--- src/hw/rtl/ccb_pkg.sv ---
// ----------------------------------------------------------------------------
// ccb_pkg
// Shared types and constants of the cascaded comb blend unit: configuration
// register indexes, datapath widths and the control word of the sequencer.
// ----------------------------------------------------------------------------
`default_nettype none

package ccb_pkg;

	// Configuration port
	localparam int CFG_IDX_W  = 2;
	localparam int CFG_DATA_W = 17;

	localparam logic [CFG_IDX_W-1:0] CFG_DELAY_WHOLE   = 2'd0;
	localparam logic [CFG_IDX_W-1:0] CFG_DELAY_FRAC    = 2'd1;
	localparam logic [CFG_IDX_W-1:0] CFG_FEEDBACK_GAIN = 2'd2;
	localparam logic [CFG_IDX_W-1:0] CFG_MIX_AMOUNT    = 2'd3;

	localparam logic [15:0] DELAY_WHOLE_RST = 16'd100;

	// Item fields
	localparam int CHANNEL_W = 2;

	// Datapath widths
	localparam int WORD_W    = 32;              // stored comb values, Q8.23
	localparam int COEF_W    = 17;              // Q1.16 coefficients up to one
	localparam int OPB_W     = COEF_W + 1;      // coefficient as a signed operand
	localparam int PROD_W    = WORD_W + OPB_W;
	localparam int ACC_W     = 52;
	localparam int ACC_SHIFT = 16;
	localparam int HI_W      = ACC_W - ACC_SHIFT;

	localparam logic [COEF_W-1:0] UNITY = 17'd65536;

	// Sequencer
	localparam int STEP_W = 5;

	typedef enum logic [1:0] {
		J_NEXT,
		J_WAIT_IN,
		J_WAIT_OUT
	} jump_t;

	typedef enum logic [1:0] {
		A_RD,
		A_T,
		A_X
	} asel_t;

	typedef enum logic [2:0] {
		B_FRAC_INV,
		B_FRAC,
		B_FB,
		B_FB_INV,
		B_MIX_INV,
		B_MIX
	} bsel_t;

	typedef enum logic [2:0] {
		ACC_KEEP,
		ACC_LOAD,
		ACC_ADD,
		ACC_INIT_X,
		ACC_INIT_H
	} acc_op_t;

	typedef enum logic [1:0] {
		T_KEEP,
		T_SHIFT,
		T_SAT32
	} t_op_t;

	typedef enum logic [1:0] {
		OUT_NONE,
		OUT_BLEND,
		OUT_PASS
	} out_op_t;

	typedef struct packed {
		jump_t              jump;
		logic [STEP_W-1:0]  target;
		logic               rd_en;
		logic               rd_store;   // 0: first comb, 1: second comb
		logic               rd_tap;     // 0: nearer tap, 1: farther tap
		logic               wr_en;
		logic               wr_store;
		asel_t              asel;
		bsel_t              bsel;
		logic               mul_en;
		acc_op_t            acc_op;
		t_op_t              t_op;
		logic               hold_en;
		logic               wp_inc;
		out_op_t            out_op;
	} ctrl_word_t;

	typedef struct packed {
		logic item_acc;
		logic item_pass;
		logic out_free;
	} status_t;

endpackage

`default_nettype wire

--- src/hw/rtl/ccb_sequencer.sv ---
// ----------------------------------------------------------------------------
// ccb_sequencer
// Microprogram store and step counter. Each step issues one control word to
// the datapath; waiting steps hold until their handshake condition is met.
// ----------------------------------------------------------------------------
`default_nettype none

module ccb_sequencer (
	input  wire logic           clk,
	input  wire logic           arst_n,
	input  ccb_pkg::status_t    stat,
	output ccb_pkg::ctrl_word_t cw
);

	localparam int SW = ccb_pkg::STEP_W;

	localparam logic [SW-1:0] STEP_IDLE = SW'(0);
	localparam logic [SW-1:0] STEP_PASS = SW'(23);

	logic [SW-1:0] step_q;

	function automatic ccb_pkg::ctrl_word_t program_word(input logic [SW-1:0] step);
		ccb_pkg::ctrl_word_t w;
		w        = '0;
		w.jump   = ccb_pkg::J_NEXT;
		w.target = STEP_IDLE;
		w.asel   = ccb_pkg::A_RD;
		w.bsel   = ccb_pkg::B_FRAC_INV;
		w.acc_op = ccb_pkg::ACC_KEEP;
		w.t_op   = ccb_pkg::T_KEEP;
		w.out_op = ccb_pkg::OUT_NONE;
		case (step)
			// Wait for an item; pass-through channels branch off.
			STEP_IDLE: begin
				w.jump   = ccb_pkg::J_WAIT_IN;
				w.target = STEP_PASS;
			end
			// First comb: interpolate the two taps.
			SW'(1): begin
				w.rd_en = 1'b1;
			end
			SW'(2): begin
				w.rd_en  = 1'b1;
				w.rd_tap = 1'b1;
				w.mul_en = 1'b1;
				w.bsel   = ccb_pkg::B_FRAC_INV;
			end
			SW'(3): begin
				w.mul_en = 1'b1;
				w.bsel   = ccb_pkg::B_FRAC;
				w.acc_op = ccb_pkg::ACC_LOAD;
			end
			SW'(4): w.acc_op = ccb_pkg::ACC_ADD;
			SW'(5): w.t_op   = ccb_pkg::T_SHIFT;
			// First comb: feedback and sum.
			SW'(6): begin
				w.mul_en = 1'b1;
				w.asel   = ccb_pkg::A_T;
				w.bsel   = ccb_pkg::B_FB;
				w.acc_op = ccb_pkg::ACC_INIT_X;
			end
			SW'(7): w.acc_op = ccb_pkg::ACC_ADD;
			SW'(8): w.t_op   = ccb_pkg::T_SAT32;
			// Store the first comb result and start the second comb.
			SW'(9): begin
				w.wr_en    = 1'b1;
				w.hold_en  = 1'b1;
				w.rd_en    = 1'b1;
				w.rd_store = 1'b1;
			end
			SW'(10): begin
				w.rd_en    = 1'b1;
				w.rd_store = 1'b1;
				w.rd_tap   = 1'b1;
				w.mul_en   = 1'b1;
				w.bsel     = ccb_pkg::B_FRAC_INV;
			end
			SW'(11): begin
				w.mul_en = 1'b1;
				w.bsel   = ccb_pkg::B_FRAC;
				w.acc_op = ccb_pkg::ACC_LOAD;
			end
			SW'(12): w.acc_op = ccb_pkg::ACC_ADD;
			SW'(13): w.t_op   = ccb_pkg::T_SHIFT;
			SW'(14): begin
				w.mul_en = 1'b1;
				w.asel   = ccb_pkg::A_T;
				w.bsel   = ccb_pkg::B_FB;
				w.acc_op = ccb_pkg::ACC_INIT_H;
			end
			SW'(15): w.acc_op = ccb_pkg::ACC_ADD;
			SW'(16): w.t_op   = ccb_pkg::T_SAT32;
			// Store the second comb result, advance the pointer, scale.
			SW'(17): begin
				w.wr_en    = 1'b1;
				w.wr_store = 1'b1;
				w.wp_inc   = 1'b1;
				w.mul_en   = 1'b1;
				w.asel     = ccb_pkg::A_T;
				w.bsel     = ccb_pkg::B_FB_INV;
			end
			SW'(18): w.acc_op = ccb_pkg::ACC_LOAD;
			// Blend wet and dry.
			SW'(19): begin
				w.t_op   = ccb_pkg::T_SHIFT;
				w.mul_en = 1'b1;
				w.asel   = ccb_pkg::A_X;
				w.bsel   = ccb_pkg::B_MIX_INV;
			end
			SW'(20): begin
				w.mul_en = 1'b1;
				w.asel   = ccb_pkg::A_T;
				w.bsel   = ccb_pkg::B_MIX;
				w.acc_op = ccb_pkg::ACC_LOAD;
			end
			SW'(21): w.acc_op = ccb_pkg::ACC_ADD;
			SW'(22): begin
				w.out_op = ccb_pkg::OUT_BLEND;
				w.jump   = ccb_pkg::J_WAIT_OUT;
				w.target = STEP_IDLE;
			end
			STEP_PASS: begin
				w.out_op = ccb_pkg::OUT_PASS;
				w.jump   = ccb_pkg::J_WAIT_OUT;
				w.target = STEP_IDLE;
			end
			default: begin
				w.jump   = ccb_pkg::J_WAIT_OUT;
				w.target = STEP_IDLE;
			end
		endcase
		return w;
	endfunction

	assign cw = program_word(step_q);

	always_ff @(posedge clk or negedge arst_n) begin
		if (!arst_n) begin
			step_q <= STEP_IDLE;
		end else begin
			case (cw.jump)
				ccb_pkg::J_NEXT: step_q <= step_q + SW'(1);
				ccb_pkg::J_WAIT_IN: begin
					if (stat.item_acc) begin
						step_q <= stat.item_pass ? cw.target : step_q + SW'(1);
					end
				end
				ccb_pkg::J_WAIT_OUT: begin
					if (stat.out_free) begin
						step_q <= cw.target;
					end
				end
				default: step_q <= STEP_IDLE;
			endcase
		end
	end

endmodule

`default_nettype wire

--- config.mk ---
export PLATFORM = sky130hd
export DESIGN_NAME = ccb_sequencer
export DESIGN_NICKNAME = d
export VERILOG_FILES = /design/src/hw/rtl/ccb_pkg.sv /design/src/hw/rtl/ccb_sequencer.sv
export SDC_FILE = /design/constraint.sdc
export NUM_CORES = 1
export LEC_CHECK = 0
export BUFFER_PORTS_ARGS = -buffer_cell sky130_fd_sc_hd__buf_4
export CAP_MARGIN = 20
export CORE_UTILIZATION = 45
export DETAILED_ROUTE_END_ITERATION = 6
export GPL_TIMING_DRIVEN = 1
export PLACE_DENSITY = 0.88
export SLEW_MARGIN = 40
export SYNTH_ARGS = -nofsm -noshare
export SYNTH_HDL_FRONTEND = slang
export SYNTH_SLANG_ARGS = --single-unit
--- constraint.sdc ---
create_clock -name clk -period 3.64 [get_ports clk]
set_input_delay 0 -clock clk [delete_from_list [all_inputs] [get_ports clk]]
set_output_delay 0 -clock clk [all_outputs]
set_load 0.005 [all_outputs]
-- After elaboration in Yosys (flattened, before gate mapping)
Index checks and enable logic that the tools add are counted.
- $add $sub $neg: 1
- eq/ne operators: 27
- muxes and demuxes: 16
- reduce and logical (&&, ||, !) cells: 15
- operators with widths (cell ; count):
    $eq 5x4->1 const B ; 8
    $eq 5x5->1 const B ; 8
    $pmux 4 s6 ; 1
    $reduce_or 21->1 ; 1
    $eq 5x3->1 const B ; 4
    $mux 5 ; 3
    $pmux 5 s3 ; 1
    $pmux 7 s2 ; 1
    $pmux 2 s2 ; 3
    $pmux 3 s4 ; 1
    $reduce_or 2->1 ; 6
    $reduce_or 4->1 ; 3
    $eq 5x2->1 const B ; 2
    $mux 1 ; 6
    $add 5x1->5 const B ; 1
    $eq 5x1->1 const B ; 1
    $logic_not 5->1 ; 1
    $reduce_or 5->1 ; 1
    $ne 2x2->1 const B ; 2
    $reduce_or 3->1 ; 1
    $eq 2x1->1 const B ; 1
    $eq 2x2->1 const B ; 1
    $logic_not 2->1 ; 1
    $reduce_and 2->1 ; 1
- register bits: 5
- input bits: 5
- output and inout port bits: 27
- word-level logic and storage cells: 60

-- Logic depth before layout (Yosys ltp)
- depth after elaboration: 6
- depth in mapped cells: 8
- depth with buffers taken out: 8

-- Worst setup path after synthesis
Ideal clock, no wire load.
- path kind: reg-to-reg
- start point: reg step_q[0]
- end point: reg step_q[1]
- library setup time: 122 ps
- arrival: 1816 ps
- data required time: 3518 ps
- slack: 1702 ps
- stages on the path, launching flop included: 7
- buffers on the path: 0
- period minus slack after synthesis: 1938 ps
- path through: dfrtp_1 > ha_1 > and3_1 > ha_1 > a211o_1 > or2_4 > a32o_1
- longest elaborated chain between the ends: 6
- elaborated cells between the ends (all ways): 35
- those cells by class: add/sub (1); eq/ne (25); mux (5); reduce/logical (4)
- RTL lines (what ; RTL line ; text):
    start: declaration ; ccb_sequencer.sv:20 ; logic [SW-1:0] step_q;
    start signal: assignment ; ccb_sequencer.sv:142 ; ccb_pkg::J_NEXT: step_q <= step_q + SW'(1);
    start signal: assignment ; ccb_sequencer.sv:145 ; step_q <= stat.item_pass ? cw.target : step_q + SW'(1);
    start signal: assignment ; ccb_sequencer.sv:150 ; step_q <= cw.target;
    $eq 5x5->1, or another cell as far along ; ccb_sequencer.sv:32 ; case (step)
    $reduce_or 21->1 (no line) ; n/a ;
    $pmux 7 s2 ; ccb_sequencer.sv:32 ;
    $mux 5, or another cell as far along ; ccb_sequencer.sv:145 ;
    $mux 5 / $ne 2x2->1 (equally long branches) ; n/a ;
    $pmux 5 s3 / $reduce_and 2->1 (equally long branches) ; n/a ;
Parallel ways exist; a longest one is shown, timed or not. The select of a mux whose other input is x is not followed.
A chain may end at the register's enable or synchronous reset.

==> impl_summary.log <==
[metrics] outcome: complete, no violations
[metrics] IO Port Bufs: 30
[metrics] crit path launch type: flop
[metrics] CTS clock-pin slew for the worst setup and hold paths: 0.04 ns
[metrics] clock latency of the later-clocked register in the worst-skew pair: around 0.23 ns
[metrics] worst setup path start: step_q[4]
[metrics] worst hold margin: around 0.094 ns
[metrics] DRC: 0
[metrics] type of the tightest min-delay check: in2async
[metrics] sum of overflow across all layers after global routing: 0
[metrics] # resized after CTS: 0
[metrics] Highest Clock Rate: ~470 MHz
[metrics] data required time of the worst path: 3.64 ns
[metrics] Rows: 14
[metrics] register bit total from synthesis: 5
[metrics] Final nets: between 100 and 150
[metrics] share of final-layout standard cells stronger than drive strength 1: 0.341
[metrics] Worst Path Max Fanout: 15
[metrics] setup repair after global routing missed its margin: false
[metrics] syn avg cell area: 7.60 sq um
[metrics] met1 wire length: 752 microns
[metrics] average vias per placed instance: 5.50
[metrics] Total Neg Setup Slack: 0 ns
[metrics] final clock skew: 0.00243 ns
[metrics] Layout area overhead: 29.9%
[metrics] via count: 764
[metrics] number of flip-flops under the largest register name: 5
[metrics] placeable core region: 1520 sq um
[metrics] final critical delay including setup and external delays: roughly 2.1 ns
[metrics] slew at the pin with the worst max-slew slack: 0.610 ns
[metrics] weighted congestion at the end of routability-driven global placement: 0.878
[metrics] Yosys warnings: 0
[metrics] remaining number of nets flagged by the antenna check after routing: 0
[metrics] count of unique library cells instantiated by Yosys: 40
[metrics] number of max-cap violations: 0
[metrics] Die Area: 1800 sq um
[metrics] endpoint kind of the worst setup timing path: primary output
[metrics] Final period util: 0.584
[metrics] starting density of the core: 0.484
[metrics] critical path type: reg2out
[metrics] data arrival time of the worst path: 2.12 ns
[metrics] CTS H-tree depth: 1
[metrics] number of ports placed on the die boundary: 32
[metrics] number of instances in the synthesized netlist: 97
[metrics] Initial DRT Pass Iterations: 4
[metrics] via count of the first global-routing pass: 703
[metrics] half-perimeter wire length of the detailed placement result: 1.40 mm
[metrics] antenna violations before repair: 0
[metrics] Pwr per Cell Area: approximately 960 nW/um^2
[metrics] maximum clock insertion buffer count: 2
[metrics] sequential cell area fraction in the yosys report: 0.170
[metrics] DRC violation total after the first TritonRoute iteration: 13
[metrics] Clock Sink Count: 5
[metrics] topmost layer with routed signal wires: met4
[metrics] clock root cell: sky130_fd_sc_hd__clkbuf_4
[metrics] width of the die: around 42 microns
[metrics] highest ir drop seen on vdd: between 0.4 and 0.5 mV
[metrics] global-route wire length before repair: 2.91 mm
[metrics] reg2reg setup slack: 1.57 ns
[metrics] total met3 wirelength after detailed routing: between 100 and 150 microns
[metrics] routed length per instance: 12.7 microns
[metrics] wire length after detailed routing: 1.77 mm
[metrics] # hold bufs at CTS: 2
[metrics] Die Span Y: around 42 microns
[metrics] TritonCTS Buffers: 3
[metrics] Antenna Cells: 0
[metrics] top register by number of flip-flops: step_q
[metrics] CTS tree: done
[metrics] Leakage Power: 0.000520 uW
[metrics] Max Transition Viols Final: 0
[metrics] source of the worst register-to-register timing path: step_q[4]
[metrics] overall fraction of global-route tracks in use: 0.209
[metrics] pin count of the biggest net entering global routing: 20
[metrics] fill cell total of the finished layout: ~150
[metrics] final hold violations: 0
[metrics] biggest regs: step_q: 5 flops
[metrics] Setup Viol. Count Final: 0
[metrics] worst rel slew slack: 0.592
[metrics] synthesized netlist net count: approximately 110
[metrics] count of buffers added by post-CTS timing repair for setup: 0
[metrics] detailed route wirelength on metal2: 861 microns
[metrics] cell area after synthesis: approximately 740 sq um
==> final cells by class <==
cell class	count	area [sq um]	share of cell area
timing repair buffer	32	245	0.256
inverter	8	30.0	0.0314
sequential	5	125	0.131
tap	16	20.0	0.0209
multi-input combinational	74	510	0.533
clock buffer	4	26.3	0.0275
==> synth_stat cells <==
cell type	n	area [sq um]
sky130_fd_sc_hd__a21boi_0	2	15.0
sky130_fd_sc_hd__o21ai_0	4	20.0
sky130_fd_sc_hd__or2_2	1	6.26
sky130_fd_sc_hd__and3_1	4	25.0
sky130_fd_sc_hd__buf_4	7	52.6
sky130_fd_sc_hd__and2_1	2	12.5
sky130_fd_sc_hd__a21o_1	2	15.0
sky130_fd_sc_hd__o22ai_1	3	18.8
sky130_fd_sc_hd__a31oi_2	1	12.5
sky130_fd_sc_hd__or2b_4	1	11.3
sky130_fd_sc_hd__inv_2	1	3.75
sky130_fd_sc_hd__buf_6	1	11.3
sky130_fd_sc_hd__xor2_1	1	8.76
sky130_fd_sc_hd__xnor2_1	1	8.76
sky130_fd_sc_hd__o2bb2ai_1	2	17.5
sky130_fd_sc_hd__a21oi_1	3	15.0
sky130_fd_sc_hd__dfrtp_1	5	125
sky130_fd_sc_hd__o21ai_1	1	5.00
sky130_fd_sc_hd__nand2_1	9	33.8
sky130_fd_sc_hd__or2_4	1	8.76
sky130_fd_sc_hd__nor2_1	5	18.8
sky130_fd_sc_hd__inv_1	7	26.3
sky130_fd_sc_hd__nand3_1	1	5.00
sky130_fd_sc_hd__a2111oi_0	1	8.76
sky130_fd_sc_hd__clkbuf_1	2	7.51
sky130_fd_sc_hd__o31ai_2	1	12.5
sky130_fd_sc_hd__nand2b_1	5	31.3
sky130_fd_sc_hd__conb_1	1	3.75
sky130_fd_sc_hd__o21bai_2	1	11.3
sky130_fd_sc_hd__and3b_1	1	8.76
sky130_fd_sc_hd__nor2b_1	4	25.0
sky130_fd_sc_hd__nor4b_2	1	15.0
sky130_fd_sc_hd__a211o_1	2	17.5
sky130_fd_sc_hd__nor3b_1	1	7.51
sky130_fd_sc_hd__nor3_1	3	15.0
sky130_fd_sc_hd__o31ai_1	1	7.51
sky130_fd_sc_hd__a21oi_2	1	8.76
sky130_fd_sc_hd__a32o_1	1	10.0
sky130_fd_sc_hd__a22oi_1	1	7.51
sky130_fd_sc_hd__ha_1	5	62.6
==> report_power, final <==
| group | switching [uW] | internal (uW) | total (uW) |
|---|---|---|---|
| combinational | 327 | 363 | 690 |
| sequential | 85.8 | 84.7 | 170 |
| clock | 19.4 | 41.2 | 60.7 |
==> worst paths after layout <==
kind	endpoint	depth (start not counted)
max in group asynchronous	step_q[4]	2
min in group clk	step_q[4]	4
worst min register to register	step_q[1]	1
worst min-delay path	step_q[0]	2
worst max register to register	step_q[1]	5
worst max-delay path	cw[26]	6
==> through the flow <==
step | util | std cells | total power, uW | cell area (sq um) | setup slack [ns]
floorplan | - | 97 | 638 | 737 | 1.70
global placement | 0.598 | 133 | 839 | 911 | 1.65
detailed placement | 0.598 | 133 | 857 | 911 | 1.59
CTS | 0.628 | 139 | 927 | 957 | 1.51
global route | 0.628 | 139 | 1000 | 957 | 1.39
finish | 0.628 | 139 | 921 | 957 | 1.52
==> cells by family after synthesis <==
logic type,after synthesis,synth area share
xor+xnor,2,0.0238
compound gates,27,0.275
simple gates,39,0.304
fa+ha+maj,5,0.0849
flops,5,0.170
other cells,1,0.00509
buf+inv,18,0.138
==> routing by layer <==
layer  vias up  track usage
met3         4       0.0302
li1        384            -
met4         0        0.113
met1       339        0.240
met2        37        0.366
met5         -            0
==> worst max-delay path, cell delays in order (launching register included) <==
cell and delay [ns]:
sky130_fd_sc_hd__dfrtp_1 0.65, sky130_fd_sc_hd__inv_1 0.20, sky130_fd_sc_hd__ha_1 0.25, sky130_fd_sc_hd__a211o_1 0.32, sky130_fd_sc_hd__or2_4 0.30, sky130_fd_sc_hd__inv_2 0.06, sky130_fd_sc_hd__buf_4 0.10
==> cells in the final DEF, fill, tap and decap left out, drive strengths merged, types with 3 or more instances in the layout <==
cell,instances
o21ai,5
inv,8
nand2b,5
buf,30
clkbuf,4
dfrtp,5
nor2,5
and3,4
o22ai,3
a21oi,4
nand2,9
nor2b,4
nor3,3
ha,5
Note: power is estimated with default switching activity, not from simulation.
